[src/hw/rtl/lrs_pkg.sv]
package lrs_pkg;

  localparam int COORD_INT_BITS_DEF  = 12;
  localparam int COORD_FRAC_BITS_DEF = 4;

  localparam int ROW_W  = 13;
  localparam int SPAN_W = 13;
  // quotient bits resolved by the divider; results at or above 2**QB saturate
  localparam int QB     = 13;
  localparam int QSW    = QB + 2;
  localparam int LAT    = QB + 6;

  localparam logic [SPAN_W-1:0] SPAN_MAX = '1;

  typedef enum logic [1:0] {
    CFG_FIRST_X  = 2'd0,
    CFG_FIRST_Y  = 2'd1,
    CFG_SECOND_X = 2'd2,
    CFG_SECOND_Y = 2'd3
  } lrs_cfg_idx_e;

  typedef struct packed {
    logic valid;
    logic cov;
  } lrs_tag_t;

  function automatic int imax(input int a, input int b);
    return (a > b) ? a : b;
  endfunction

  function automatic int w_coord(input int ib, input int fb);
    return ib + fb;
  endfunction

  function automatic int w_rnd(input int ib);
    return ib + 1;
  endfunction

  function automatic int w_off(input int ib, input int fb);
    return imax(ROW_W + 1 + fb, ib + fb + 1) + 2;
  endfunction

  function automatic int w_prod(input int ib, input int fb);
    return w_off(ib, fb) + ib + fb + 1;
  endfunction

  function automatic int w_base(input int ib, input int fb);
    return 2 * (ib + fb) + 1;
  endfunction

  function automatic int w_num(input int ib, input int fb);
    return imax(w_base(ib, fb), w_prod(ib, fb)) + 2;
  endfunction

  function automatic int w_den(input int ib, input int fb);
    return ib + 2 * fb + 1;
  endfunction

  function automatic int w_rem(input int ib, input int fb);
    return imax(w_num(ib, fb) - 1, w_den(ib, fb) + QB) + 1;
  endfunction

  function automatic int w_ext(input int ib);
    return imax(QSW, ib + 2);
  endfunction

endpackage

[src/hw/rtl/lrs_div.sv]
module lrs_div #(
  parameter int COORD_INT_BITS  = lrs_pkg::COORD_INT_BITS_DEF,
  parameter int COORD_FRAC_BITS = lrs_pkg::COORD_FRAC_BITS_DEF
) (
  input  logic                     clk_i,
  input  logic                     rst_ni,
  input  lrs_pkg::lrs_tag_t        tag_i,
  input  logic signed [lrs_pkg::w_num(COORD_INT_BITS, COORD_FRAC_BITS)-1:0] na_i,
  input  logic signed [lrs_pkg::w_num(COORD_INT_BITS, COORD_FRAC_BITS)-1:0] nb_i,
  input  logic [lrs_pkg::w_den(COORD_INT_BITS, COORD_FRAC_BITS)-1:0] den_i,
  output lrs_pkg::lrs_tag_t        tag_o,
  output logic signed [lrs_pkg::QSW-1:0] qa_o,
  output logic signed [lrs_pkg::QSW-1:0] qb_o
);
  import lrs_pkg::*;

  localparam int NW = w_num(COORD_INT_BITS, COORD_FRAC_BITS);
  localparam int WW = w_rem(COORD_INT_BITS, COORD_FRAC_BITS);

  // floor division, result clamped to [-1, 2**QB]; one quotient bit per stage
  lrs_tag_t       tag_q  [QB+1];
  logic [WW-1:0]  rem_q  [QB+1][2];
  logic [QB-1:0]  quo_q  [QB+1][2];
  logic           neg_q  [QB+1][2];
  logic           over_q [QB+1][2];

  always_ff @(posedge clk_i or negedge rst_ni) begin
    if (!rst_ni) begin
      for (int s = 0; s <= QB; s++) tag_q[s] <= '0;
    end else begin
      tag_q[0] <= tag_i;
      for (int s = 1; s <= QB; s++) tag_q[s] <= tag_q[s-1];
    end
  end

  for (genvar l = 0; l < 2; l++) begin : g_lane
    logic signed [NW-1:0] n;
    logic [WW-1:0]        mag;
    assign n   = (l == 0) ? na_i : nb_i;
    assign mag = WW'(n[NW-2:0]);

    always_ff @(posedge clk_i) begin
      rem_q[0][l]  <= mag;
      quo_q[0][l]  <= '0;
      neg_q[0][l]  <= n[NW-1];
      over_q[0][l] <= !n[NW-1] && (mag >= (WW'(den_i) << QB));
    end

    for (genvar j = 1; j <= QB; j++) begin : g_step
      logic [WW-1:0] dk;
      logic          ge;
      assign dk = WW'(den_i) << (QB - j);
      assign ge = rem_q[j-1][l] >= dk;

      always_ff @(posedge clk_i) begin
        rem_q[j][l]  <= ge ? rem_q[j-1][l] - dk : rem_q[j-1][l];
        quo_q[j][l]  <= quo_q[j-1][l] | (ge ? (QB'(1) << (QB - j)) : '0);
        neg_q[j][l]  <= neg_q[j-1][l];
        over_q[j][l] <= over_q[j-1][l];
      end
    end
  end

  function automatic logic signed [QSW-1:0] pick(input logic neg, input logic over,
                                                 input logic [QB-1:0] quo);
    logic signed [QSW-1:0] r;
    if (neg)       r = '1;
    else if (over) r = QSW'(1) << QB;
    else           r = $signed({2'b00, quo});
    return r;
  endfunction

  assign tag_o = tag_q[QB];
  assign qa_o  = pick(neg_q[QB][0], over_q[QB][0], quo_q[QB][0]);
  assign qb_o  = pick(neg_q[QB][1], over_q[QB][1], quo_q[QB][1]);

endmodule

[config.mk]
export PLATFORM = sky130hd
export DESIGN_NAME = lrs_div
export DESIGN_NICKNAME = d
export VERILOG_FILES = /design/src/hw/rtl/lrs_pkg.sv /design/src/hw/rtl/lrs_div.sv
export SDC_FILE = /design/constraint.sdc
export NUM_CORES = 2
export LEC_CHECK = 0
export CAP_MARGIN = 20
export CORE_MARGIN = 3
export CORE_UTILIZATION = 40
export CTS_CLUSTER_SIZE = 8
export DETAILED_ROUTE_END_ITERATION = 10
export DONT_BUFFER_PORTS = 1
export SETUP_SLACK_MARGIN = 0.05
export SLEW_MARGIN = 10
export SYNTH_ARGS = -nofsm -noshare
export SYNTH_HDL_FRONTEND = slang
export SYNTH_SLANG_ARGS = --single-unit
[constraint.sdc]
create_clock -name clk_i -period 3.49 [get_ports clk_i]
set_input_delay 0.349 -clock clk_i [delete_from_list [all_inputs] [get_ports clk_i]]
set_output_delay 0.349 -clock clk_i [all_outputs]
set_load 0.02 [all_outputs]
# ---- Word-level counts from Yosys, hierarchy flattened
# Memories as Yosys holds them, arrays and structs flattened.
# Index checks and enable logic that the tools add are counted.
dict set report classes {
  n_addsub 26
  multipliers 0
  div_mod_pow 0
  magnitude_cmp 28
  n_eq_ne 0
  n_shift 0
  muxes 56
  n_bitwise 26
  n_reduce_logical 4
}
# op n
set op_table {}
lappend op_table {{$mux 39} 26}
lappend op_table {{$or 13x13->13} 8}
lappend op_table {{$ge 39x21->1} 2}
lappend op_table {{$ge 39x22->1} 2}
lappend op_table {{$ge 39x23->1} 2}
lappend op_table {{$ge 39x24->1} 2}
lappend op_table {{$ge 39x25->1} 2}
lappend op_table {{$ge 39x26->1} 2}
lappend op_table {{$ge 39x27->1} 2}
lappend op_table {{$ge 39x28->1} 2}
lappend op_table {{$ge 39x29->1} 2}
lappend op_table {{$ge 39x30->1} 2}
lappend op_table {{$ge 39x31->1} 2}
lappend op_table {{$ge 39x32->1} 2}
lappend op_table {{$ge 39x33->1} 2}
lappend op_table {{$sub 39x21->39} 2}
lappend op_table {{$sub 39x22->39} 2}
lappend op_table {{$sub 39x23->39} 2}
lappend op_table {{$sub 39x24->39} 2}
lappend op_table {{$sub 39x25->39} 2}
lappend op_table {{$sub 39x26->39} 2}
lappend op_table {{$sub 39x27->39} 2}
lappend op_table {{$sub 39x28->39} 2}
lappend op_table {{$sub 39x29->39} 2}
lappend op_table {{other kinds (34)} 62}
dict set report totals {
  register_bits 28
  latch_bits 0
  mem_bits_rw 1512
  rom_bits 0
  input_bits 103
  word_cells 172
  n_memories 4
}
# name depth width read_ports rd_clocked_by_memory_dff write_ports line
set mem_list {}
lappend mem_list {rem_q 14 78 13 0 14 lrs_div.sv:22} ;# logic [WW-1:0] rem_q [QB+1][2];
lappend mem_list {quo_q 14 26 14 0 14 lrs_div.sv:23} ;# logic [QB-1:0] quo_q [QB+1][2];
lappend mem_list {neg_q 14 2 14 0 14 lrs_div.sv:24} ;# logic neg_q [QB+1][2];
lappend mem_list {over_q 14 2 14 0 14 lrs_div.sv:25} ;# logic over_q [QB+1][2];

# ---- Longest topological paths before layout
# An unclocked memory read counts as a cell.
dict set report depth {
  depth_word 4
  ltp_mapped 15
  mapped_depth_nobuf 14
}

# ---- Worst setup path before layout
# No wires, ideal clock.
dict set report synth_timing {
  path_kind {input port to flip-flop}
  startpoint {input port den_i[1] (netlist name)}
  endpoint {memory rem_q[1][233] (netlist name)}
  setup_time_ns 0.134
  t_arrival_ns 4.172
  setup_slack_ns -0.816
  cell_stages 13
  n_path_buf 1
  cell_sequence {inv_1 ha_1 nor2b_1 o31a_1 o31a_1 o311ai_0 o22ai_1 o311ai_0 a21oi_1 or4_1 buf_4 nor4_1 xor2_1}
}
# element line
set synth_rtl {}
lappend synth_rtl {{start: declaration} lrs_div.sv:10} ;# input logic [lrs_pkg::w_den(COORD_INT_BITS, COORD_FRAC_BITS)-1:0] den_i,
lappend synth_rtl {{end: declaration} lrs_div.sv:22}

==> results.md <==
* Status: finished, final reports clean
* Share of cells above drive strength 1 at 0.132
* Setup crit end: rem_q[1][201]
* DR pass1 iterations at 5
* Leakage power at 32.8 nW
* Antenna Nets Post-Route at 0
* N_diodes at 0
* Combinational share of power at 0.449
* Max Freq at 287 MHz
* Levels on crit path at 11
* Total power at 0.0696 W
* Worst r2r path cells at 11
* Vias at 51,100
* Maximum fanout along the worst path at 8
* Hold WC Path Type: input port to flip-flop
* Number of synthesized flops with an enable pin at 0
* Global-route track usage on met1 at 0.257
* Post-route cell area at 76,600 sq um
* Synth unique cells at 82
* Most frequent cells in the layout: dfxtp_1, nand2_1, ha_1
* R2R Setup Slk at 0.003 ns
* Via/cell ratio at 5.28
* Syn Nets at 7,628
* Most used routing layer: met2
* Syn avg cell area at 9.19 sq um
* Asr flop ratio synth at 0.0219
* Internal at 0.0440 W
* CP peak stage delay at 0.52 ns
* Top cell by count, worst path: or3_4
* Placed cells at 9,354
* CTS buffer count at 179
* Hold Vio Cnt, Final at 0
* Initial Util at 0.405
* Flop pwr share at 0.328
* Tmin final at 3.49 ns
* Core Rows at 145
* CP Capture Type: flip-flop
* # fillers at 14,500
* Dominant synthesized flop cell: dfxtp_1
* Drc violations at 0
* Most common cell after layout, fill and taps aside: dfxtp_1
* Initial antenna violation count at 1
* Tightest Pin Transition at 0.978 ns
* Synth Cell Area at 63,500 sq um
* Core area at 157,000 sq um
* Setup crit start kind: flip-flop
* I/O Pins at 135
* R2R Path Start: rem_q[1][143]
* Power per cell area at 908 nW/um^2
* Max stage delay cell, worst path: or4_4
* Remaining Overflow, GRT at 0
* Worst-skew pair later-pin latency at 0.78 ns
* Post-Syn Instances at 6,913
* Reg2Reg Capture Point: rem_q[1][201]
* Max_slew headroom at 0.347
* Global-route wire length before repair at 256,000 microns
* Routability cong. at 0.897
* Vias in the first global route at 50,600
* Die W at 404 microns
* I/O Buffers at 0
* Ys Warns at 0
* Die footprint at 164,000 sq um
* Worst hold slack at 0.0663 ns
* RSZ-0062 raised after global routing: yes
* Met2 Use GR at 0.307
* Crit-path cells: or4_4, or3_4, or3_4, or3_4, or3_4, or4_4, a31oi_4, buf_12, buf_8, a211oi_2, a21o_1
* Seq/Total Area, Yosys at 0.405
* Placed Area at 70,400 sq um
* WP buf/inv at 2
* Kind of critical path: flip-flop to flip-flop
* Clock-pin slew on the worst setup and hold paths at 0.05 ns
* Critical Path AT at 4.14 ns
* Final net count at 8,293
* Sw Ratio at 0.369
* Crit path from: rem_q[1][143]
* Top delay family on crit path: simple AND/OR/NAND/NOR gates
* Max Transition Viols Final at 0
* WL final at 160,000 microns
* Gr usage total at 0.192
* CTS root buffer: clkbuf_16
* CTS tree: built
* Largest net degree at the start of global routing at 42
* Max VDD drop at 0.000458 V
* Initial drt markers at 2,938
* Clock skew at 0.0406 ns
* Req. time, crit path at 4.15 ns
* Clock buffer depth at 3
* Post-DP HPWL at 124,000 microns
* Sink Count at 1,278
* Yosys reg bits at 1,278
* Chip height at 404 microns
* Met3 usage at 0.0271
* TNS Setup at 0 ns
* Fin cells at 9,671
* Final setup viols at 0
* Period Utilization, post-route at 0.999
* Area Growth Syn to Fin at 20.7%
* Clock power share at 0.223
* DR WL/cell at 16.6 microns
* H-tree Lvls at 4
* P_sw at 0.0257 W
* Max-cap violation count at 0
-- cell usage after synthesis, types with 19 or more instances --
cell type  count  area share
dfxtp_1     1250        0.39
nand2_1      624       0.037
ha_1         588        0.12
o21ai_0      537       0.042
a21oi_1      514       0.041
nor2_1       413       0.024
xnor2_1      360       0.050
a21o_1       316       0.037
xor2_1       313       0.043
inv_1        203       0.012
nor3_1       176       0.014
clkbuf_1     141      0.0083
nand3_1      123      0.0097
nand2b_1     111       0.011
nor4_1       109       0.011
nand4_1       85      0.0084
nor2b_1       79      0.0078
mux2_2        69       0.012
o21a_1        68      0.0080
o21bai_1      57      0.0067
or3_1         57      0.0056
o31ai_1       48      0.0057
a31oi_1       45      0.0044
and3_1        38      0.0037
a211oi_1      36      0.0043
or2_2         36      0.0035
or4_1         30      0.0035
dfrtp_1       28       0.011
nand3b_1      27      0.0032
nand4b_1      26      0.0036
o211ai_1      26      0.0031
nor4b_1       25      0.0034
fa_1          24      0.0076
nor3b_1       22      0.0026
a2111oi_0     21      0.0029
o22ai_1       19      0.0019
-- worst min-delay path, cell delays in order --
cell and delay (ns):
or4_1 0.09, a211oi_1 0.07, a211oi_1 0.26
-- cell families (layout without fill, tap and decap cells) --
| family | count (synthesis) | in the layout | share of synthesized area |
|---|---|---|---|
| and+or+nand+nor | 2045 | 2045 | 0.161 |
| AOI/OAI and AO/OA | 1868 | 1868 | 0.183 |
| DFF | 1278 | 1278 | 0.405 |
| xor gates and xnor gates | 673 | 673 | 0.0928 |
| adders and majority gates | 612 | 612 | 0.123 |
| buffers and inverters | 358 | 1058 | 0.0215 |
| muxes | 79 | 79 | 0.0138 |
-- power groups by stage --
stage / combinational [W] / sequential, W / clock [W]
after floorplan: 0.0228 / 0.0218 / 0
after global placement: 0.0303 / 0.0230 / 0
after detailed placement: 0.0307 / 0.0230 / 0
after CTS: 0.0310 / 0.0228 / 0.0160
after global routing: 0.0350 / 0.0233 / 0.0166
final: 0.0313 / 0.0228 / 0.0155
-- metal layers --
metal / part of all wire / wire length (microns)
met1: 0.48 / 77300
met2: 0.44 / 70400
met3: 0.041 / 6530
met4: 0.038 / 6040
met5: 0 / 0
-- through the flow --
stage | util | setup slack [ns]
floorplan | - | -0.166
global placement | 0.449 | -0.115
detailed placement | 0.449 | -0.126
CTS | 0.487 | -0.0252
global route | 0.488 | -0.0659
finish | 0.488 | 0.00335
-- sequential cells by signal, summed over array words and instances, names as in the netlist --
name	count
neg_q	28
over_q	28
tag_o	2
rem_q	1012
quo_q	182
tag_q	26
-- repair_timing --
item,CTS,global route
endpoints found under the hold margin,163,0
endpoints found under the setup margin,31,126
cloned,1,3
resized for setup,23,45
pin swaps,6,12
hold buffers,87,0
buffers inserted,4,6
-- area by class of cell --
type / instances / area, sq um / area share
clock buffer: 202 / 4630 / 0.0604
clock inverter: 14 / 300 / 0.00392
inverter: 205 / 821 / 0.0107
multi-input combinational: 5277 / 37000 / 0.483
sequential: 1278 / 25700 / 0.336
tap: 2058 / 2570 / 0.0336
timing repair buffer: 637 / 5580 / 0.0727
-- worst min path at each step --
| stage | start | to | slack (ns) | cells after the start |
|---|---|---|---|---|
| after floorplan | rst_ni | tag_o[0] | 0.05 | 0 |
| after global routing | nb_i[18] | rem_q[0][18] | 0.04 | 1 |
| final | nb_i[35] | over_q[0][0] | 0.07 | 3 |
| after global placement | rst_ni | tag_q[2] | 0.05 | 0 |
| after CTS | den_i[0] | rem_q[0][167] | 0.01 | 3 |
| after detailed placement | rst_ni | tag_o[0] | 0.05 | 0 |
Note: power is estimated with default switching activity, not from simulation.
