## src/hw/rtl/lrs_pkg.sv

```systemverilog
package lrs_pkg;

  localparam int COORD_INT_BITS_DEF  = 12;
  localparam int COORD_FRAC_BITS_DEF = 4;

  localparam int ROW_W  = 13;
  localparam int SPAN_W = 13;
  // quotient bits resolved by the divider; results at or above 2**QB saturate
  localparam int QB     = 13;
  localparam int QSW    = QB + 2;
  localparam int LAT    = QB + 6;

  localparam logic [SPAN_W-1:0] SPAN_MAX = '1;

  typedef enum logic [1:0] {
    CFG_FIRST_X  = 2'd0,
    CFG_FIRST_Y  = 2'd1,
    CFG_SECOND_X = 2'd2,
    CFG_SECOND_Y = 2'd3
  } lrs_cfg_idx_e;

  typedef struct packed {
    logic valid;
    logic cov;
  } lrs_tag_t;

  function automatic int imax(input int a, input int b);
    return (a > b) ? a : b;
  endfunction

  function automatic int w_coord(input int ib, input int fb);
    return ib + fb;
  endfunction

  function automatic int w_rnd(input int ib);
    return ib + 1;
  endfunction

  function automatic int w_off(input int ib, input int fb);
    return imax(ROW_W + 1 + fb, ib + fb + 1) + 2;
  endfunction

  function automatic int w_prod(input int ib, input int fb);
    return w_off(ib, fb) + ib + fb + 1;
  endfunction

  function automatic int w_base(input int ib, input int fb);
    return 2 * (ib + fb) + 1;
  endfunction

  function automatic int w_num(input int ib, input int fb);
    return imax(w_base(ib, fb), w_prod(ib, fb)) + 2;
  endfunction

  function automatic int w_den(input int ib, input int fb);
    return ib + 2 * fb + 1;
  endfunction

  function automatic int w_rem(input int ib, input int fb);
    return imax(w_num(ib, fb) - 1, w_den(ib, fb) + QB) + 1;
  endfunction

  function automatic int w_ext(input int ib);
    return imax(QSW, ib + 2);
  endfunction

endpackage

```

## src/hw/rtl/lrs_num.sv

```systemverilog
module lrs_num #(
  parameter int COORD_INT_BITS  = lrs_pkg::COORD_INT_BITS_DEF,
  parameter int COORD_FRAC_BITS = lrs_pkg::COORD_FRAC_BITS_DEF
) (
  input  logic                     clk_i,
  input  logic                     rst_ni,
  input  logic                     in_valid_i,
  input  logic [lrs_pkg::ROW_W-1:0] row_i,
  input  logic [lrs_pkg::w_coord(COORD_INT_BITS, COORD_FRAC_BITS)-1:0] ly_i,
  input  logic [lrs_pkg::w_coord(COORD_INT_BITS, COORD_FRAC_BITS)-1:0] dy_i,
  input  logic signed [lrs_pkg::w_coord(COORD_INT_BITS, COORD_FRAC_BITS):0] dx_i,
  input  logic [lrs_pkg::w_base(COORD_INT_BITS, COORD_FRAC_BITS)-1:0] base_i,
  input  logic [lrs_pkg::w_den(COORD_INT_BITS, COORD_FRAC_BITS)-1:0] den_i,
  input  logic [lrs_pkg::w_rnd(COORD_INT_BITS)-1:0] row_lo_i,
  input  logic [lrs_pkg::w_rnd(COORD_INT_BITS)-1:0] row_hi_i,
  input  logic                     steep_i,
  output lrs_pkg::lrs_tag_t        tag_o,
  output logic signed [lrs_pkg::w_num(COORD_INT_BITS, COORD_FRAC_BITS)-1:0] na_o,
  output logic signed [lrs_pkg::w_num(COORD_INT_BITS, COORD_FRAC_BITS)-1:0] nb_o
);
  import lrs_pkg::*;

  localparam int RW = w_rnd(COORD_INT_BITS);
  localparam int OW = w_off(COORD_INT_BITS, COORD_FRAC_BITS);
  localparam int PW = w_prod(COORD_INT_BITS, COORD_FRAC_BITS);
  localparam int NW = w_num(COORD_INT_BITS, COORD_FRAC_BITS);
  localparam int CW = imax(ROW_W, RW);
  localparam logic signed [OW-1:0] ONE_O = OW'(1 << COORD_FRAC_BITS);
  localparam logic signed [NW-1:0] ONE_N = NW'(1);

  // stage 1: row
  logic             v1_q;
  logic [ROW_W-1:0] r1_q;
  // stage 2: offset from lower endpoint in doubled units
  logic             v2_q, c2_q;
  logic signed [OW-1:0] off2_q;
  // stage 3: products
  logic             v3_q, c3_q;
  logic signed [PW-1:0] pa3_q, pb3_q;

  logic                 cov_d;
  logic signed [OW-1:0] off_d, ma, mb;
  logic signed [PW-1:0] pa_d, pb_d;
  logic signed [NW-1:0] bse, adj_a, adj_b, na_d, nb_d;

  always_comb begin
    cov_d = (CW'(r1_q) >= CW'(row_lo_i)) && (CW'(r1_q) <= CW'(row_hi_i));
    off_d = $signed(OW'(r1_q) << (COORD_FRAC_BITS + 1)) - $signed(OW'(ly_i) << 1);
    ma    = steep_i ? off2_q : off2_q - ONE_O;
    mb    = off2_q + ONE_O;
    pa_d  = PW'(ma) * PW'(dx_i);
    pb_d  = PW'(mb) * PW'(dx_i);
    bse   = $signed(NW'(base_i));
    adj_b = $signed(NW'(den_i)) - ONE_N;
    adj_a = steep_i ? $signed(NW'(dy_i) << COORD_FRAC_BITS) : adj_b;
    na_d  = bse + NW'(pa3_q) + adj_a;
    nb_d  = bse + NW'(pb3_q) + adj_b;
  end

  always_ff @(posedge clk_i or negedge rst_ni) begin
    if (!rst_ni) begin
      v1_q  <= 1'b0;
      v2_q  <= 1'b0;
      v3_q  <= 1'b0;
      tag_o <= '0;
    end else begin
      v1_q        <= in_valid_i;
      v2_q        <= v1_q;
      v3_q        <= v2_q;
      tag_o.valid <= v3_q;
      tag_o.cov   <= c3_q;
    end
  end

  always_ff @(posedge clk_i) begin
    r1_q   <= row_i;
    c2_q   <= cov_d;
    off2_q <= off_d;
    c3_q   <= c2_q;
    pa3_q  <= pa_d;
    pb3_q  <= pb_d;
    na_o   <= na_d;
    nb_o   <= nb_d;
  end

endmodule

```

## config.mk

```make
export PLATFORM = sky130hd
export DESIGN_NAME = lrs_num
export DESIGN_NICKNAME = d
export VERILOG_FILES = /design/src/hw/rtl/lrs_pkg.sv /design/src/hw/rtl/lrs_num.sv
export SDC_FILE = /design/constraint.sdc
export NUM_CORES = 2
export LEC_CHECK = 0
export BUFFER_PORTS_ARGS = -buffer_cell sky130_fd_sc_hd__buf_4
export CAP_MARGIN = 25
export CORE_MARGIN = 2
export CORE_UTILIZATION = 35
export DETAILED_ROUTE_END_ITERATION = 7
export PLACE_DENSITY = 0.6
export SLEW_MARGIN = 5
export SYNTH_ARGS = -nofsm -noshare
export SYNTH_HDL_FRONTEND = slang
export SYNTH_SLANG_ARGS = --single-unit
```

## constraint.sdc

```tcl
create_clock -name clk_i -period 19.3 [get_ports clk_i]
set_clock_uncertainty 0.2 [all_clocks]
set_input_delay 2.895 -clock clk_i [delete_from_list [all_inputs] [get_ports clk_i]]
set_output_delay 2.895 -clock clk_i [all_outputs]
set_load 0.005 [all_outputs]
```

Word-level counts from Yosys, hierarchy flattened

Cells that the tools add are included.

Flip-flop bits (word level): 191
Bits of input ports: 146
Output and inout bits: 80
Logic and storage cells: 28

$add $sub $neg: 8
Multiply operators: 2
Order comparisons: 2
Multiplexer cells: 2
Reduce and logical (&&, ||, !) cells: 1

Operator list:

| operator                                           | count |
|---|---|
| adder 34 x 37 -> 38 bit                            | 2 |
| multiplier 20 x 17 -> 37 bit                       | 2 |
| adder 38 x 22 -> 39 bit                            | 1 |
| adder 38 x 39 -> 39 bit                            | 1 |
| 2-to-1 mux 39 bit                                  | 1 |
| subtractor 21 x 1 -> 22 bit, second input constant | 1 |
| adder 19 x 6 -> 20 bit, second input constant      | 1 |
| 2-to-1 mux 20 bit                                  | 1 |
| subtractor 19 x 6 -> 20 bit, second input constant | 1 |
| subtractor 18 x 17 -> 19 bit                       | 1 |
| >= comparator 13 bit                               | 1 |
| less-or-equal comparator 13 bit                    | 1 |
| logical AND 1 bit                                  | 1 |

Longest topological paths before layout

Depth in word-level cells: 3
Mapped depth: 31
Gate-level depth less buffers: 30

Worst setup path before layout

OpenSTA, ideal clock, no wires.

Kind: in2reg
Start: in steep_i
End: reg pa3_q[36]
Library setup time: 0.121 ns
Data arrival time: 9.520 ns
Required time: 18.979 ns
Path slack: 9.459 ns
Stages: 24
Path buffers: 2
Cell sequence: nor4_1 -> and3_1 -> nand2_1 -> o21bai_1 -> clkbuf_1 -> nand2_1 -> fa_1 -> inv_1 -> fa_1 -> clkbuf_1 -> xnor2_1 -> xnor2_1 -> fa_1 -> fa_1 -> inv_1 -> fa_1 -> inv_1 -> ha_1 -> nand2_1 -> o21ai_0 -> nor3_1 -> o41ai_1 -> a21oi_1 -> xnor2_1

Longest elaborated chain between the ends: 2

Ends and longest elaborated chain:

| element                      | line          | text |
|---|---|---|
| start, declared              | lrs_num.sv:16 | `input logic steep_i,` |
| 2-to-1 mux 20 bit            | lrs_num.sv:49 | `ma = steep_i ? off2_q : off2_q - ONE_O;` |
| multiplier 20 x 17 -> 37 bit | lrs_num.sv:51 | `pa_d = PW'(ma) * PW'(dx_i);` |
| net pa_d[36]                 | lrs_num.sv:43 | `logic signed [PW-1:0] pa_d, pb_d;` |
| end signal, assigned         | lrs_num.sv:80 | `pa3_q <= pa_d;` |
| end, declared                | lrs_num.sv:39 | `logic signed [PW-1:0] pa3_q, pb3_q;` |

The timed path passes the listed nets, and every way through them passes these cells.

Worst setup path in the final report

Start: in steep_i
End: reg pa3_q[35]

The elaborated chain is that of the path after synthesis.

==> results.ini <==
[run_status]
outcome = complete, no violations

[floorplan]
chipWidth_um = 319
die_h_um = 319
floorplan.io_pins = 226
count_of_standard_cell_rows = 115
starting_density_of_the_core_pct = 35.3
coreArea_um2 = 98300
fp.dieArea_um2 = 102000

[logic_synthesis]
synth_seq_cells = 185
synth_seq_area_share_pct = 10.7
syn-num-nets = 4934
synthDistinctLibCells = 78
synth_enable_flop_cells = 0
yosysWarningCount = 0
post_synth_instance_area_um2 = 34700
dominant_synthesized_flop_cell = sky130_fd_sc_hd__dfxtp_1
synth_area_per_cell_um2 = 9.16
postSynth.asyncResetShare_pct = 2.70
netlist_instances = 3787

[drt]
post_detailed_route_via_to_cell_ratio = 4.74
route.antenna.remaining_nets = 0
first_iter_violations = 1135
remaining_drc_errors = 0
detailedRoute.firstPassIterationCount = 5
detail_route.wirelength_um = 87400
routedWlPerCell_um = 16.6
vias = 24900

[worst_setup_path]
worst-r2r-cell-count = 29
end_kind = register
r2r_start = off2_q[4]
cpPeakStageDelay_ns = 0.79
worst-path-max-fanout = 17
critical_path_arrival_ns = 10.79
critical_path_cell_with_the_highest_stage_delay = sky130_fd_sc_hd__xnor2_2
last_element_of_the_critical_path = pa3_q[35]
cpMostUsedCell = sky130_fd_sc_hd__fa_1
timing_worst_setup_path_type = in -> reg
worst_setup_path_start_kind = input pin
regToRegEndpoint = pa3_q[35]
timing.reg2reg.setup_slack_ns = 10.35
crit_required_ns = 19.51
worstSetupStartpoint = steep_i

[grt]
grt_antenna_before_repair = 4
grt_pass1_vias = 27100
gr_overflow_total = 0
grt_use_total_pct = 18.0
first_pass_grt_wire_length_um = 145000
grt_start_max_net_pins = 36

[clock_network]
cts_buffers = 17
htree_num_levels = 4
clock_path_buffers = 2
clkTransAtPathRegs_ns = 0.08
cts_repair_resized_insts = 0
cts_tree = built
hold_fix_buffer_count_after_cts = 0
clock_insertion_delay_worst_skew_ns = 0.51
post_cts_setup_buffer_count = 0
clockRootBuffer = sky130_fd_sc_hd__clkbuf_16
cts_num_sinks = 185

[timing]
period_share_pct = 54.8
rsz0062_at_grt = false
drv_slew = 0
final.min_clock_period_ns = 10.58
setup_viol = 0
slew-limit-headroom_pct = 35.6
least_margin_pin_slew_ns = 0.961
final_critical_path_setup_slack_ns = 8.72
timing.setup.tns_ns = 0
maxClockFrequency_ghz = 0.0945
finalHoldViolCount = 0

[placement]
placement.io_buffers = 225
gp_routability_congestion = 0.878
dp_hpwl_um = 73800
numPlacedInstances = 5217
dp_worst_setup_slack_ns = 8.17

[final_layout]
nets = 5096
drive_gt1_share_pct = 8.10
fin_cells = 5250
area_delta_synth_final_pct = 11.1

[worst_hold_path]
worst_hold_path.num_cells = 0
timing.hold.worst.class = reg -> reg

[run]
cap_viol_max_count = 0

cell usage after synthesis, types with 6 or more instances:
cell type / instances / area share [%]
sky130_fd_sc_hd__o21ai_1: 15 / 0.22
sky130_fd_sc_hd__or2_2: 10 / 0.18
sky130_fd_sc_hd__nor3_1: 40 / 0.58
sky130_fd_sc_hd__a31oi_1: 6 / 0.11
sky130_fd_sc_hd__xor2_1: 47 / 1.2
sky130_fd_sc_hd__or3_1: 8 / 0.14
sky130_fd_sc_hd__a41oi_1: 8 / 0.20
sky130_fd_sc_hd__and3_1: 17 / 0.31
sky130_fd_sc_hd__nor4_1: 8 / 0.14
sky130_fd_sc_hd__o211ai_1: 7 / 0.15
sky130_fd_sc_hd__o31a_1: 9 / 0.23
sky130_fd_sc_hd__o21ai_0: 66 / 0.95
sky130_fd_sc_hd__a21o_1: 56 / 1.2
sky130_fd_sc_hd__clkbuf_1: 104 / 1.1
sky130_fd_sc_hd__xnor2_1: 147 / 3.7
sky130_fd_sc_hd__maj3_1: 6 / 0.17
sky130_fd_sc_hd__nand2_1: 371 / 4.0
sky130_fd_sc_hd__o21a_1: 29 / 0.63
sky130_fd_sc_hd__a21oi_1: 114 / 1.6
sky130_fd_sc_hd__nand3_1: 46 / 0.66
sky130_fd_sc_hd__and2_1: 276 / 5.0
sky130_fd_sc_hd__nor2_1: 132 / 1.4
sky130_fd_sc_hd__nand2b_1: 26 / 0.47
sky130_fd_sc_hd__dfxtp_1: 180 / 10
sky130_fd_sc_hd__fa_1: 708 / 41
sky130_fd_sc_hd__o21bai_1: 20 / 0.43
sky130_fd_sc_hd__a211oi_1: 17 / 0.37
sky130_fd_sc_hd__nand4_1: 14 / 0.25
sky130_fd_sc_hd__inv_1: 890 / 9.6
sky130_fd_sc_hd__ha_1: 293 / 11
sky130_fd_sc_hd__nor2b_1: 29 / 0.52
routing by layer:
metal / wire (um) / track usage, % / part of all wire, %
met5: 0 / 0 / 0
met4: 2130 / 5.38 / 2.4
met3: 4240 / 2.72 / 4.9
met2: 41800 / 30.7 / 48
met1: 39200 / 23.6 / 45
worst min-delay path by stage:
| stage | startpoint | to | slack [ns] |
|---|---|---|---|
| 6_report | c2_q | c3_q | 0.13 |
| 5_1_grt | c2_q | c3_q | 0.13 |
| 4_1_cts | c2_q | c3_q | 0.13 |
| 3_5_place_dp | c2_q | c3_q | 0.12 |
| 3_3_place_gp | c2_q | c3_q | 0.12 |
| 2_1_floorplan | c2_q | c3_q | 0.11 |
critical path: cells and delay by family:
kind | cells | cell delay (ns)
simple gates | 8 | 2.08
buf+inv | 4 | 0.35
xor+xnor | 2 | 0.90
fa+ha+maj | 7 | 3.39
compound gates | 5 | 1.15
final cells by class:
cell class / instances / area (um^2)
clock inverter: 13 / 131
inverter: 892 / 3350
timing repair buffer: 250 / 1930
fill: 9929 / 59700
tap: 1287 / 1610
multi-input combinational: 2603 / 27300
clock buffer: 18 / 429
antenna: 2 / 5.00
sequential: 185 / 3730
logic make-up after synthesis:
| group | synth area share, % |
|---|---|
| buf+inv | 10.8 |
| fa+ha+maj | 51.6 |
| mux | 0.0289 |
| simple gates | 14.2 |
| flops | 10.7 |
| xor+xnor | 4.90 |
| compound gates | 7.73 |
through the flow:
| stage | util (%) | instance area, um^2 | hold WS (ns) |
|---|---|---|---|
| 2_1_floorplan | - | 34700 | 0.110 |
| 3_3_place_gp | 38.5 | 37900 | 0.117 |
| 3_5_place_dp | 38.6 | 38000 | 0.118 |
| 4_1_cts | 39.2 | 38500 | 0.130 |
| 5_1_grt | 39.2 | 38500 | 0.134 |
| 6_report | 39.2 | 38500 | 0.128 |
flip-flops by register name, indices dropped and copies added, names as in the netlist:
name and count:
v3_q 1, v2_q 1, na_o 39, tag_o 2, c3_q 1, v1_q 1
nb_o 39, pb3_q 33, c2_q 1, pa3_q 36, r1_q 13, off2_q 18
layout by cell type (no fill, tap or decap), drive strengths merged, types with 17 or more instances in the layout:
master	n
nand3	46
buf	250
dfxtp	180
o21a	29
nand2b	26
inv	900
a21oi	115
nor3	40
nor2b	30
nand2	371
xnor2	147
o21ai	81
xor2	47
clkbuf	18
fa	708
a21o	56
ha	293
nor2	133
and3	17
o21bai	20
and2	276
a211oi	17
Power is left out: the tool's default activity adds up to more than one toggle a clock period on the data nets, which glitch-free logic cannot reach.
