`src/hw/rtl/lrs_pkg.sv`:
```
package lrs_pkg;

  localparam int COORD_INT_BITS_DEF  = 12;
  localparam int COORD_FRAC_BITS_DEF = 4;

  localparam int ROW_W  = 13;
  localparam int SPAN_W = 13;
  // quotient bits resolved by the divider; results at or above 2**QB saturate
  localparam int QB     = 13;
  localparam int QSW    = QB + 2;
  localparam int LAT    = QB + 6;

  localparam logic [SPAN_W-1:0] SPAN_MAX = '1;

  typedef enum logic [1:0] {
    CFG_FIRST_X  = 2'd0,
    CFG_FIRST_Y  = 2'd1,
    CFG_SECOND_X = 2'd2,
    CFG_SECOND_Y = 2'd3
  } lrs_cfg_idx_e;

  typedef struct packed {
    logic valid;
    logic cov;
  } lrs_tag_t;

  function automatic int imax(input int a, input int b);
    return (a > b) ? a : b;
  endfunction

  function automatic int w_coord(input int ib, input int fb);
    return ib + fb;
  endfunction

  function automatic int w_rnd(input int ib);
    return ib + 1;
  endfunction

  function automatic int w_off(input int ib, input int fb);
    return imax(ROW_W + 1 + fb, ib + fb + 1) + 2;
  endfunction

  function automatic int w_prod(input int ib, input int fb);
    return w_off(ib, fb) + ib + fb + 1;
  endfunction

  function automatic int w_base(input int ib, input int fb);
    return 2 * (ib + fb) + 1;
  endfunction

  function automatic int w_num(input int ib, input int fb);
    return imax(w_base(ib, fb), w_prod(ib, fb)) + 2;
  endfunction

  function automatic int w_den(input int ib, input int fb);
    return ib + 2 * fb + 1;
  endfunction

  function automatic int w_rem(input int ib, input int fb);
    return imax(w_num(ib, fb) - 1, w_den(ib, fb) + QB) + 1;
  endfunction

  function automatic int w_ext(input int ib);
    return imax(QSW, ib + 2);
  endfunction

endpackage

```
`src/hw/rtl/lrs_cfg.sv`:
```
module lrs_cfg #(
  parameter int COORD_INT_BITS  = lrs_pkg::COORD_INT_BITS_DEF,
  parameter int COORD_FRAC_BITS = lrs_pkg::COORD_FRAC_BITS_DEF
) (
  input  logic                     clk_i,
  input  logic                     rst_ni,
  input  logic                     cfg_we_i,
  input  lrs_pkg::lrs_cfg_idx_e    cfg_index_i,
  input  logic [lrs_pkg::w_coord(COORD_INT_BITS, COORD_FRAC_BITS)-1:0] cfg_data_i,
  output logic [lrs_pkg::w_coord(COORD_INT_BITS, COORD_FRAC_BITS)-1:0] ly_o,
  output logic [lrs_pkg::w_coord(COORD_INT_BITS, COORD_FRAC_BITS)-1:0] dy_o,
  output logic signed [lrs_pkg::w_coord(COORD_INT_BITS, COORD_FRAC_BITS):0] dx_o,
  output logic [lrs_pkg::w_base(COORD_INT_BITS, COORD_FRAC_BITS)-1:0] base_o,
  output logic [lrs_pkg::w_den(COORD_INT_BITS, COORD_FRAC_BITS)-1:0] den_o,
  output logic [lrs_pkg::w_rnd(COORD_INT_BITS)-1:0] row_lo_o,
  output logic [lrs_pkg::w_rnd(COORD_INT_BITS)-1:0] row_hi_o,
  output logic [lrs_pkg::w_rnd(COORD_INT_BITS)-1:0] xa_lo_o,
  output logic [lrs_pkg::w_rnd(COORD_INT_BITS)-1:0] xa_hi_o,
  output logic                     horiz_o,
  output logic                     steep_o,
  output logic                     neg_o
);
  import lrs_pkg::*;

  localparam int CB   = w_coord(COORD_INT_BITS, COORD_FRAC_BITS);
  localparam int RW   = w_rnd(COORD_INT_BITS);
  localparam int BW   = w_base(COORD_INT_BITS, COORD_FRAC_BITS);
  localparam int DW   = w_den(COORD_INT_BITS, COORD_FRAC_BITS);
  localparam int HALF_UNIT = (1 << COORD_FRAC_BITS) >> 1;

  logic [CB-1:0] first_x_q, first_y_q, second_x_q, second_y_q;

  always_ff @(posedge clk_i or negedge rst_ni) begin
    if (!rst_ni) begin
      first_x_q  <= '0;
      first_y_q  <= '0;
      second_x_q <= '0;
      second_y_q <= '0;
    end else if (cfg_we_i) begin
      unique case (cfg_index_i)
        CFG_FIRST_X:  first_x_q  <= cfg_data_i;
        CFG_FIRST_Y:  first_y_q  <= cfg_data_i;
        CFG_SECOND_X: second_x_q <= cfg_data_i;
        CFG_SECOND_Y: second_y_q <= cfg_data_i;
        default: ;
      endcase
    end
  end

  logic [CB-1:0]        lx, ly, hx, hy, min_x, max_x;
  logic [CB-1:0]        dy_d;
  logic signed [CB:0]   dx_d;
  logic [CB:0]          adx;
  logic [2*CB-1:0]      prod;
  logic [BW-1:0]        base_d;
  logic [DW-1:0]        den_d;
  logic [RW-1:0]        row_lo_d, row_hi_d, xa_lo_d, xa_hi_d;

  always_comb begin
    if (first_y_q <= second_y_q) begin
      lx = first_x_q;  ly = first_y_q;  hx = second_x_q; hy = second_y_q;
    end else begin
      lx = second_x_q; ly = second_y_q; hx = first_x_q;  hy = first_y_q;
    end
    min_x = (first_x_q <= second_x_q) ? first_x_q : second_x_q;
    max_x = (first_x_q >= second_x_q) ? first_x_q : second_x_q;
    xa_lo_d  = RW'(({1'b0, min_x} + (CB+1)'(HALF_UNIT)) >> COORD_FRAC_BITS);
    xa_hi_d  = RW'(({1'b0, max_x} + (CB+1)'(HALF_UNIT)) >> COORD_FRAC_BITS);
    row_lo_d = RW'(({1'b0, ly} + (CB+1)'(HALF_UNIT)) >> COORD_FRAC_BITS);
    row_hi_d = RW'(({1'b0, hy} + (CB+1)'(HALF_UNIT)) >> COORD_FRAC_BITS);
    dy_d     = hy - ly;
    dx_d     = $signed({1'b0, hx}) - $signed({1'b0, lx});
    adx      = dx_d[CB] ? (CB+1)'(-dx_d) : (CB+1)'(dx_d);
    prod     = (2*CB)'(lx) * (2*CB)'(dy_d);
    base_d   = {prod, 1'b0};
    den_d    = DW'(dy_d) << (COORD_FRAC_BITS + 1);
  end

  always_ff @(posedge clk_i or negedge rst_ni) begin
    if (!rst_ni) begin
      ly_o     <= '0;
      dy_o     <= '0;
      dx_o     <= '0;
      base_o   <= '0;
      den_o    <= '0;
      row_lo_o <= '0;
      row_hi_o <= '0;
      xa_lo_o  <= '0;
      xa_hi_o  <= '0;
      horiz_o  <= 1'b1;
      steep_o  <= 1'b1;
      neg_o    <= 1'b0;
    end else begin
      ly_o     <= ly;
      dy_o     <= dy_d;
      dx_o     <= dx_d;
      base_o   <= base_d;
      den_o    <= den_d;
      row_lo_o <= row_lo_d;
      row_hi_o <= row_hi_d;
      xa_lo_o  <= xa_lo_d;
      xa_hi_o  <= xa_hi_d;
      horiz_o  <= (dy_d == '0);
      steep_o  <= (adx <= {1'b0, dy_d});
      neg_o    <= dx_d[CB];
    end
  end

endmodule

```
`config.mk`:
```
export PLATFORM = sky130hd
export DESIGN_NAME = lrs_cfg
export DESIGN_NICKNAME = d
export VERILOG_FILES = /design/src/hw/rtl/lrs_pkg.sv /design/src/hw/rtl/lrs_cfg.sv
export SDC_FILE = /design/constraint.sdc
export NUM_CORES = 1
export LEC_CHECK = 0
export ABC_CLOCK_PERIOD_IN_PS = 18500
export BUFFER_PORTS_ARGS = -buffer_cell sky130_fd_sc_hd__buf_2
export CAP_MARGIN = 20
export CORE_MARGIN = 4
export CORE_UTILIZATION = 25
export DETAILED_ROUTE_END_ITERATION = 12
export PLACE_DENSITY = 0.49
export SYNTH_ARGS = -nofsm -noshare
export SYNTH_HDL_FRONTEND = slang
export SYNTH_SLANG_ARGS = --single-unit
```
`constraint.sdc`:
```
create_clock -name clk_i -period 18.5 [get_ports clk_i]
set_clock_uncertainty 0.15 [all_clocks]
set_input_delay 0.925 -clock clk_i [delete_from_list [all_inputs] [get_ports clk_i]]
set_output_delay 0.925 -clock clk_i [all_outputs]
set_load 0.01 [all_outputs]
```
# ---- After elaboration in Yosys (flattened, before gate mapping)
# Cells that the tools add are included.
dict set report op_classes {
  add_sub_neg 7
  mux 7
  n_bitwise 0
  n_div 0
  n_eq_ne 3
  n_reduce_logical 6
  n_mul 1
  shifts 0
  magnitude_cmp 4
}
# op count
set op_table {}
lappend op_table {{16-bit two-way mux} 6}
lappend op_table {{16-bit by 4-bit adder with 17-bit output (second input constant)} 4}
lappend op_table {{16-bit less-or-equal comparator} 2}
lappend op_table {{16-bit by 16-bit multiplier with 32-bit output} 1}
lappend op_table {{17-bit by 16-bit less-or-equal comparator with 1-bit output} 1}
lappend op_table {{17-bit two-way mux} 1}
lappend op_table {{17-bit negation} 1}
lappend op_table {{16-bit by 16-bit subtractor with 17-bit output} 1}
lappend op_table {{16-bit >= comparator} 1}
lappend op_table {{16-bit zero test} 1}
lappend op_table {{16-bit subtractor} 1}
lappend op_table {{2-bit AND reduction} 4}
lappend op_table {{2-bit equality test (second input constant)} 2}
lappend op_table {{2-bit by 1-bit equality test with 1-bit output (second input constant)} 1}
lappend op_table {{2-bit zero test} 1}
dict set report totals {
  out_inout_bits 158
  mem_bits_rw 0
  memories 0
  latchBits 0
  in_bits 21
  word_cells 43
  mem_bits_ro 0
  ff_bits 200
}

# ---- Longest topological paths before layout
# Gate-level depths: netlist of run 1.
dict set report logic_depth {
  word_depth 6
  ltp_mapped 45
  mapped_depth_nobuf 42
}

# ---- Least setup slack after synthesis of run 1
# Ideal clock, no wire load.
dict set report synth_path {
  path_type {register -> register}
  start {reg second_y_q[14]}
  end {reg base_o[31] in the netlist's numbering}
  setup_time_ns 0.080
  stages_incl_launch_ff 44
  path_slack_ns 8.847
  t_required_ns 18.270
  path_buffers 10
  t_arrival_ns 9.423
  period_less_slack_ns 9.653
  path_cell_list {dfrtp_1 -> inv_1 -> ha_1 -> clkbuf_2 -> nand3_1 -> nor4_2 -> nand4_1 -> buf_2 -> nand2_1 -> buf_2 -> buf_2 -> buf_2 -> buf_2 -> buf_1 -> buf_2 -> buf_1 -> a21o_1 -> clkbuf_1 -> [... 8 more ...] -> fa_1 -> inv_1 -> fa_1 -> inv_1 -> ha_1 -> a21o_1 -> a21o_1 -> a21o_1 -> a21o_1 -> a21o_1 -> nand2_1 -> o21ai_0 -> nor4_1 -> o31a_1 -> a211o_1 -> o21bai_1 -> a21oi_1 -> xnor2_1}
}
dict set report synth_between {
  elab_chain_len 4
  elab_cells_between_ends 6
  classes_between {1 x add/sub; 1 x mul; 1 x order compare; 3 x mux}
}
# element line_no
set synth_lines {}
lappend synth_lines {{start: declaration} lrs_cfg.sv:31} ;# logic [CB-1:0] first_x_q, first_y_q, second_x_q, second_y_q;
lappend synth_lines {{start signal: assignment} lrs_cfg.sv:44} ;# CFG_SECOND_Y: second_y_q <= cfg_data_i;
lappend synth_lines {{16-bit less-or-equal comparator} lrs_cfg.sv:60} ;# if (first_y_q <= second_y_q) begin
lappend synth_lines {{16-bit two-way mux} lrs_cfg.sv:60}
lappend synth_lines {{16-bit subtractor} lrs_cfg.sv:71} ;# dy_d = hy - ly;
lappend synth_lines {{16-bit by 16-bit multiplier with 32-bit output *} lrs_cfg.sv:74} ;# prod = (2*CB)'(lx) * (2*CB)'(dy_d);
lappend synth_lines {{net prod[30]} lrs_cfg.sv:54} ;# logic [2*CB-1:0] prod;
lappend synth_lines {{end signal: assignment} lrs_cfg.sv:97} ;# base_o <= base_d;
lappend synth_lines {{end: declaration} lrs_cfg.sv:13} ;# output logic [lrs_pkg::w_base(COORD_INT_BITS, COORD_FRAC_BITS)-1:0] base_o,
# Mark *: on every way through the listed nets, which the timed path passes. The rest lies on a longest branch.
# A chain may end at the register's enable or synchronous reset.

# ---- Final worst setup path of run 1
dict set report layout_path {
  start {reg first_y_q[11]}
  end {reg base_o[31] in the netlist's numbering}
}
dict set report layout_between {
  elab_chain_len 4
  elab_cells_between_ends 6
  classes_between {1 x add/sub; 1 x mul; 1 x order compare; 3 x mux}
}
# element line_no
set layout_lines {}
lappend layout_lines {{start: declaration} lrs_cfg.sv:31}
lappend layout_lines {{start signal: assignment} lrs_cfg.sv:42} ;# CFG_FIRST_Y: first_y_q <= cfg_data_i;
lappend layout_lines {{16-bit less-or-equal comparator} lrs_cfg.sv:60}
lappend layout_lines {{16-bit two-way mux} lrs_cfg.sv:60}
lappend layout_lines {{16-bit subtractor} lrs_cfg.sv:71}
lappend layout_lines {{16-bit by 16-bit multiplier with 32-bit output *} lrs_cfg.sv:74}
lappend layout_lines {{net prod[30]} lrs_cfg.sv:54}
# Marked as above.

==> impl_results.md, run 1 <==
- Post-route ant nets: 0
- Critical Path RT: 18.78 ns
- Post-CTS Setup Bufs: 0
- Drt via density: 4.60
- Post-synth ARST share: 1.00
- 1st-pass router iterations: 5
- Post-synthesis cell area: 19300 um^2
- CORE AREA: 76200 um^2
- Worst setup SP type: flop
- Worst path slowest cell: nand4_1
- First-pass GRT wire length: 95400 um
- Minimum clock period: 11.63 ns
- GPL Wtd Cong: 0.861
- Largest cells by area after synthesis: dfrtp_1 (26%), fa_1 (20%), ha_1 (10%)
- Die height: 286 um
- HP Class: in2async
- Post-synth top area share: 0.256
- Initial antenna violation count: 2
- Main synth FF type: dfrtp_1
- Worst slew pin tran: 1.13 ns
- DR WL/cell: 18.3 um
- Initial core utilization: 0.253
- Clk root buf: clkbuf_16
- Pins Over Slew Limit: 0
- Largest net degree at the start of global routing: 81
- RSZ-0062 raised after global routing: false
- Reg area: 4980 um^2
- Outcome: complete, no violations
- Die Area: 81500 um^2
- Final WL: 59400 um
- # DRC: 0
- Cells after synthesis: 2075
- Area of the multi-input gates: 12800 um^2
- IO Port Bufs: 172
- Critical path capture point type: flop
- Fill count: 8062
- Synth area leader: dfrtp_1
- TritonCTS clock tree: done
- Worst Path Class, Setup: reg2reg
- Post-synthesis sequential area ratio: 0.259
- Vias in the first global route: 15877
- Post-CTS resize count: 0
- Cts-stage hold buffer count: 0
- Setup TNS: 0 ns
- Crit path DAT: 11.90 ns
- GRT overflow: 0
- Synthesis-to-finish area growth: 13.5%
- Detailed Route Iter0 Violations: 942
- Hold slack: 0.265 ns
- Post-layout nets: 2571
- Crit Path Max Fanout: 15
- Ports: 179
- Unique masters post-synth: 71
- All-Layer GR Usage: 0.151
- Seq cells post-synth: 199
- Final setup vio count: 0
- Fraction of layout cells with a size suffix above 1: 0.152
- Final Hold Vio Count: 0
- Horiz. Die Dim: 286 um
- Longest Clk Path Bufs: 2
- Post-place setup slack: 6.94 ns
- Fmax: 0.0860 GHz
- Worst path max stage delay: 0.78 ns
- Syn_area_per_cell: 9.28 um^2
- Most used cell, CP: fa_1
- Yosys Warn Count: 0
- CTS clk-pin slew, worst paths: 0.09 ns
- Htree depth: 4
- Vias: 14904
- TritonCTS sink count: 199
- Num rows: 101
- Final worst path period share: 0.628
- Max Cap Viol: 0
- Worst-Skew Late Latency: 0.50 ns
- Detailed placement HPWL: 47100 um
- Antenna fix cells: 0
- CTS Buf Count: 17
- Slew headroom: 0.245
- Setup ws final: 6.87 ns
- Post-synth EDFFs: 0
==> cell usage in the layout (no fill, tap or decap), types with 35 or more instances in the layout <==
master   Yosys  routed
nand3_1     64      64
buf_2        9     171
nor2_1     173     172
mux2_2      69      69
inv_1      282     282
nand2_1    237     236
a21o_1      35      35
a21oi_1     71      71
xnor2_1     90      88
o21ai_0     59      59
dfrtp_1    197     197
ha_1       159     159
fa_1       194     194
==> cells by family (layout without fill, tap and decap cells) <==
group	count (synthesis)	after routing	share of synthesized area
AO/OA/AOI/OAI	278	278	0.0941
flip-flops	199	199	0.259
AND/OR/NAND/NOR	629	629	0.148
other	1	6	0.000195
adder cells (fa/ha/maj)	353	353	0.305
XOR/XNOR	122	122	0.0555
multiplexers	99	99	0.0559
buffers and inverters	394	524	0.0823
==> worst max-delay path, delay by kind of cell, from the launching register on <==
kind	cells	cell delay (ns)
fa+ha+maj	9	4.20
flops	1	0.46
simple gates	8	2.56
buf+inv	6	0.72
xor+xnor	2	0.32
compound gates	15	3.10
==> through the flow <==
stage               instances  area, um^2  utilization
floorplan                2080       19300            -
global placement         3207       21200        0.278
detailed placement       3207       21200        0.278
CTS                      3239       21900        0.287
global route             3240       21900        0.287
finish                   3240       21900        0.287
==> metal layers <==
layer | routed length [um] | share of wire | GRT usage
met1 | 26300 | 0.44 | 0.196
met2 | 28900 | 0.49 | 0.254
met3 | 2920 | 0.049 | 0.0275
met4 | 1300 | 0.022 | 0.0463
met5 | 17 | 0.00029 | 0
==> final timing paths <==
kind	start	to	slack, ns	depth (start not counted)
worst max-delay path	first_y_q[11]	base_o[31]	6.87	40
min in group clk_i	first_y_q[0]	first_y_q[0]	0.36	1
max in group asynchronous	rst_ni	base_o[25]	16.60	2
worst max register to register	first_y_q[11]	base_o[31]	6.87	40
worst min-delay path	rst_ni	row_lo_o[7]	0.26	1
worst min register to register	first_y_q[0]	first_y_q[0]	0.36	1
==> registers in the layout (all words and copies together), names as in the netlist <==
register and count:
base_o 32, den_o 16, dx_o 17, first_x_q 16
first_y_q 16, horiz_o 1, ly_o 16, row_hi_o 13
row_lo_o 13, second_x_q 16, second_y_q 16, steep_o 1
xa_hi_o 13, xa_lo_o 13
==> synthesized netlist by cell type (30+ instances only) <==
| master | instances |
|---|---|
| a21o_1 | 35 |
| a21oi_1 | 71 |
| clkbuf_1 | 60 |
| dfrtp_1 | 197 |
| fa_1 | 194 |
| ha_1 | 159 |
| inv_1 | 282 |
| mux2_2 | 69 |
| mux2i_1 | 30 |
| nand2_1 | 237 |
| nand3_1 | 64 |
| nor2_1 | 173 |
| o21ai_0 | 59 |
| xnor2_1 | 90 |
| xor2_1 | 32 |
==> layout make-up <==
type	instances	share of cell area
repair buffers	198	0.0488
inverters	294	0.0505
multi-input cells	1487	0.584
well taps	1030	0.0590
clock buffers	17	0.0195
flip-flops and latches	199	0.228
clock inverters	15	0.0102
Power of run 1 is not shown: default switching activity piles up to over one toggle a cycle in this logic, so the estimate is an artifact.
==> run 2: changes to the inputs <==
- ABC_CLOCK_PERIOD_IN_PS: 18500 -> 10200
- PLACE_DENSITY: 0.49 -> 0.51
- clock period: 18.5 -> 10.2 ns (I/O delays scaled with it)
==> run 2 against run 1 <==
Compared with the run above:
- via count grew 0.74%
- cell count increased by 3.2%
- non-clock buffer count is 103 higher
- clock-buffer cell count did not move
- first-iteration DRC count is 0.96% lower
- cell area rose by 4.1%
- sequential cell count is the same
- critical path depth rose by 1
- hold slack worse by 0.13 ns
- wire length is 1.6% higher
- critical path type unchanged
- critical endpoint unchanged
- largest cell class unchanged
- highest routed layer is now met4
==> impl_results.md, run 2 (synthesized netlist as in run 1, its figures left out) <==
- GR met1 Demand/Resource: 0.201 (was 0.196)
- Worst setup SP type: flop (unchanged)
- CORE AREA: 76200 um^2 (unchanged)
- Final setup vio count: 0 (unchanged)
- Setup TNS: 0 ns (unchanged)
- Most used cell, CP: fa_1 (unchanged)
- GRT Max-Usage Layer: met2 (unchanged)
- Largest net degree at the start of global routing: 87 (was 81)
- CTS clk-pin slew, worst paths: 0.10 ns (was 0.09 ns)
- First-pass GRT wire length: 94600 um (was 95400 um)
- Final Hold Vio Count: 0 (unchanged)
- HP Class: in2reg (was in2async)
- Initial core utilization: 0.253 (unchanged)
- Worst Path Class, Setup: reg2reg (unchanged)
- Horiz. Die Dim: 286 um (unchanged)
- # DRC: 0 (unchanged)
- Fraction of layout cells with a size suffix above 1: 0.196 (was 0.152)
- Worst-Skew Late Latency: 0.51 ns (was 0.50 ns)
- Num rows: 101 (unchanged)
- Largest register FFs: 32 (unchanged)
- Most frequent cells in the layout: inv_1 (282), nand2_1 (235), dfrtp_1 (197), fa_1 (194) (was inv_1 (282), nand2_1 (236), dfrtp_1 (197), fa_1 (194), nor2_1 (172))
- Post-route ant nets: 0 (unchanged)
- 1st-pass router iterations: 5 (unchanged)
- Largest register by flop count: base_o (unchanged)
- Detailed placement HPWL: 47900 um (was 47100 um)
- Outcome: complete, no violations (unchanged)
- Worst path slowest cell: fa_1 (was nand4_1)
- Pins Over Slew Limit: 0 (unchanged)
- Critical Path RT: 10.48 ns (was 18.78 ns)
- Initial antenna violation count: 1 (was 2)
- Drt via density: 4.49 (was 4.60)
- Slew headroom: 0.267 (was 0.245)
- Vias: 15015 (was 14904)
- IO Port Bufs: 172 (unchanged)
- Final Cell Area: 22800 um^2 (was 21900 um^2)
- Hold Crit Start: cfg_data_i[8]
- TritonCTS clock tree: done (unchanged)
- Minimum clock period: 9.75 ns (was 11.63 ns)
- All-Layer GR Usage: 0.151 (about the same)
- Final WL: 60400 um (was 59400 um)
- Detailed Route Iter0 Violations: 933 (was 942)
- Clk root buf: clkbuf_16 (unchanged)
- Max Cap Viol: 0 (unchanged)
- Post-layout nets: 2674 (was 2571)
- Ports: 179 (unchanged)
- M3 GR Usage: 0.0218 (was 0.0275)
- Worst path max stage delay: 0.57 ns (was 0.78 ns)
- GRT overflow: 0 (unchanged)
- Global-route met2 utilization: 0.253 (was 0.254)
- Worst r2r src: second_y_q[15] (was first_y_q[11])
- Most common cell after layout, fill and taps aside: inv_1 (unchanged)
- Die Area: 81500 um^2 (unchanged)
- Vias in the first global route: 15501 (was 15877)
- CTS Buf Count: 17 (unchanged)
- TritonCTS sink count: 199 (unchanged)
- Crit Path Max Fanout: 5 (was 15)
- Fmax: 0.103 GHz (was 0.0860 GHz)
- Top Registers: base_o: 32 flops, dx_o: 17 flops (unchanged)
- DR WL/cell: 18.1 um (was 18.3 um)
- Critical path capture point type: flop (unchanged)
- Longest Clk Path Bufs: 2 (unchanged)
- Worst slew pin tran: 1.10 ns (was 1.13 ns)
- Area after DPL: 21900 um^2 (was 21200 um^2)
- Worst Setup SP: second_y_q[15] (was first_y_q[11])
- GPL Wtd Cong: 0.874 (was 0.861)
- Die height: 286 um (unchanged)
- Final worst path period share: 0.956 (was 0.628)
- Synthesis-to-finish area growth: 18.2% (was 13.5%)
- Htree depth: 4 (unchanged)
- Crit path DAT: 10.03 ns (was 11.90 ns)
-- run 2: layout make-up --
class                      instances  area (um^2)
fill                            8047        53400
inverter                         294         1110
antenna                            1         2.50
multi-input combinational       1487        12900
tap                             1030         1290
timing repair buffer             301         1870
clock buffer                      17          425
clock inverter                    15          220
sequential                       199         4980
-- run 2: what timing repair did --
action                     CTS  global route
setup endpoints to repair    0             8
hold buffers                 1             0
buffers inserted             0            11
gates resized for setup      0            40
hold endpoints to repair    84             0
-- run 2: path summary, 6_finish.rpt --
kind                            cells after the start  slack (ns)            end
worst max-delay path                               41        0.45     base_o[31]
min in group asynchronous                           2        0.45    row_lo_o[4]
worst min-delay path                                2        0.13  second_y_q[8]
max in group asynchronous                           3        8.14      base_o[7]
worst max register to register                     41        0.45     base_o[31]
worst min register to register                      1        0.36  second_y_q[1]
-- run 2: routing by layer --
layer | wire length [um] | vias up
li1 | - | 7193
met1 | 27200 | 7379
met2 | 29000 | 379
met3 | 2710 | 64
met4 | 1490 | 0
met5 | 0 | -
-- run 2: worst max-delay path, delay by kind of cell, from the launching register on --
family | cells | cell delay [ns]
adder cells (fa/ha/maj) | 9 | 3.94
buffers and inverters | 6 | 0.63
AND/OR/NAND/NOR | 7 | 1.07
AO/OA/AOI/OAI | 18 | 3.37
XOR/XNOR | 1 | 0.12
flip-flops | 1 | 0.39
-- run 2: per-stage QoR --
step,hold WS (ns),setup slack [ns],utilization,instances
finish,0.135,0.449,0.299,3344
detailed placement,0.348,0.122,0.287,3299
floorplan,0.0644,0.547,-,2080
global placement,0.337,0.170,0.287,3298
CTS,0.0836,0.0356,0.296,3332
global route,0.109,-0.0522,0.299,3343
Power of run 2 is left out for the same reason.
==> run 3: changes to the inputs <==
- CORE_MARGIN: 4 -> not set
==> run 3 against run 2 <==
Compared with the run above:
- cell area up 0.86%
- fmax increased by 0.58%
- first-iteration DRC count increased by 5.5%
- largest cell class unchanged
- highest routed layer is now met5
==> impl_results.md, run 3 (synthesized netlist as in run 1, its figures left out) <==
- Outcome: complete, no violations (unchanged)
- Die Area: 78100 um^2 (was 81500 um^2)
- 1st-pass router iterations: 5 (unchanged)
- Num rows: 101 (unchanged)
- Max Cap Viol: 0 (unchanged)
- TritonCTS clock tree: done (unchanged)
- Horiz. Die Dim: 280 um (was 286 um)
- Worst-Skew Late Latency: 0.51 ns (about the same)
- Fraction of layout cells with a size suffix above 1: 0.203 (was 0.196)
- Detailed Route Iter0 Violations: 984 (was 933)
- Fmax: 0.103 GHz (about the same)
- CTS clk-pin slew, worst paths: 0.09 ns (was 0.10 ns)
- Critical path capture point type: flop (unchanged)
- HP Class: in2reg (unchanged)
- Worst slew pin tran: 1.12 ns (was 1.10 ns)
- Top Registers: base_o: 32 flops, dx_o: 17 flops (unchanged)
- Final setup vio count: 0 (unchanged)
- # DRC: 0 (unchanged)
- Longest Clk Path Bufs: 2 (unchanged)
- Worst path slowest cell: fa_1 (unchanged)
- Worst path max stage delay: 0.60 ns (was 0.57 ns)
- Worst Path Class, Setup: reg2reg (unchanged)
- CORE AREA: 76100 um^2 (was 76200 um^2)
- Post-route ant nets: 0 (unchanged)
- Slew headroom: 0.251 (was 0.267)
- Final worst path period share: 0.951 (was 0.956)
- Clk root buf: clkbuf_16 (unchanged)
- Initial core utilization: 0.253 (about the same)
- Critical Path RT: 10.48 ns (about the same)
- Synthesis-to-finish area growth: 19.2% (was 18.2%)
- Ports: 179 (unchanged)
- IO Port Bufs: 172 (unchanged)
- Most frequent cells in the layout: inv_1 (277), nand2_1 (235), fa_1 (194), dfrtp_1 (194), nor2_1 (172) (was inv_1 (282), nand2_1 (235), dfrtp_1 (197), fa_1 (194))
- First-pass GRT wire length: 97900 um (was 94600 um)
- Worst setup SP type: flop (unchanged)
- Most used cell, CP: fa_1 (unchanged)
- Final WL: 61900 um (was 60400 um)
- Largest register FFs: 32 (unchanged)
- Crit Path Max Fanout: 14 (was 5)
- Crit path DAT: 9.97 ns (was 10.03 ns)
- Most common cell after layout, fill and taps aside: inv_1 (unchanged)
- Fill count: 8099 (was 8047)
- Drt via density: 4.61 (was 4.49)
- Die height: 280 um (was 286 um)
- GRT overflow: 0 (unchanged)
- Largest net degree at the start of global routing: 97 (was 87)
- DR WL/cell: 18.5 um (was 18.1 um)
- Detailed placement HPWL: 50200 um (was 47900 um)
- Pins Over Slew Limit: 0 (unchanged)
- Post-layout nets: 2680 (was 2674)
- Htree depth: 4 (unchanged)
- Initial antenna violation count: 1 (unchanged)
- GPL Wtd Cong: 0.934 (was 0.874)
- TritonCTS sink count: 199 (unchanged)
- Vias in the first global route: 16200 (was 15501)
- All-Layer GR Usage: 0.165 (was 0.151)
- Hold slack: 0.175 ns (was 0.135 ns)
- Final Hold Vio Count: 0 (unchanged)
- Largest register by flop count: base_o (unchanged)
- CTS Buf Count: 17 (unchanged)
- Minimum clock period: 9.70 ns (was 9.75 ns)
- Vias: 15444 (was 15015)
[run 3: cell types whose count changed in the layout (fill, tap and decap cells not counted), moves of 2 or more]
| cell | previous run | this run |
|---|---|---|
| inv_1 | 282 | 277 |
| dfrtp_1 | 197 | 194 |
| a21oi_1 | 69 | 71 |
| ha_4 | 1 | 10 |
| buf_8 | 1 | 5 |
| ha_2 | 3 | 0 |
| ha_1 | 155 | 149 |
| a211oi_2 | 3 | 1 |
| o21ai_1 | 12 | 10 |
| dfrtp_2 | 0 | 3 |
| a21oi_2 | 2 | 0 |
| inv_2 | 4 | 10 |
[run 3: worst max-delay path, delay by kind of cell, from the launching register on]
kind                     cells  cell delay, ns
AO/OA/AOI/OAI               18            3.28
XOR/XNOR                     2            0.27
adder cells (fa/ha/maj)      9            3.85
buffers and inverters        7            0.84
flip-flops                   1            0.37
AND/OR/NAND/NOR              6            0.85
[run 3: layer usage]
layer,GRT usage,up-vias,part of all wire
li1,-,7200,-
met1,0.212,7704,0.44
met2,0.276,444,0.48
met3,0.0307,94,0.052
met4,0.0541,2,0.028
met5,0,-,0.00015
[run 3: path summary, 6_finish.rpt]
check,startpoint,slack (ns),cells past startpoint,endpoint
max,second_y_q[3],0.50,42,base_o[31]
min,cfg_data_i[7],0.17,2,second_x_q[7]
max reg2reg,second_y_q[3],0.50,42,base_o[31]
min reg2reg,first_y_q[0],0.36,1,first_y_q[0]
max in group asynchronous,rst_ni,8.18,3,first_y_q[15]
min in group asynchronous,rst_ni,0.49,2,second_y_q[9]
[run 3: layout make-up]
class | count | area (um^2) | area share
diodes | 1 | 2.50 | 0.000109
clock buffers | 17 | 425 | 0.0185
clock inverters | 15 | 215 | 0.00937
inverters | 294 | 1100 | 0.0481
multi-input cells | 1487 | 13000 | 0.565
flip-flops and latches | 199 | 4990 | 0.217
well taps | 1030 | 1290 | 0.0561
repair buffers | 307 | 1970 | 0.0858
[run 3: repair_timing]
| action | 4_1_cts | 5_1_grt |
|---|---|---|
| setup buffers | 1 | 9 |
| endpoints found under the hold margin | 94 | 0 |
| resized for setup | 0 | 50 |
| pin swaps | 1 | 12 |
| hold buffers | 1 | 0 |
| setup endpoints to repair | 1 | 9 |
[run 3: through the flow]
step           worst slack, ns  utilization  setup TNS [ns]  cell area [um^2]  std cells
6_report                 0.504        0.302               0             23000       3350
5_1_grt               -0.00196        0.302        -0.00196             23000       3349
4_1_cts                 0.0671        0.297               0             22600       3336
3_5_place_dp             0.105        0.288               0             21900       3302
3_3_place_gp             0.161        0.288               0             21900       3299
2_1_floorplan            0.547            -               0             19300       2080
Power of run 3 is left out for the same reason.
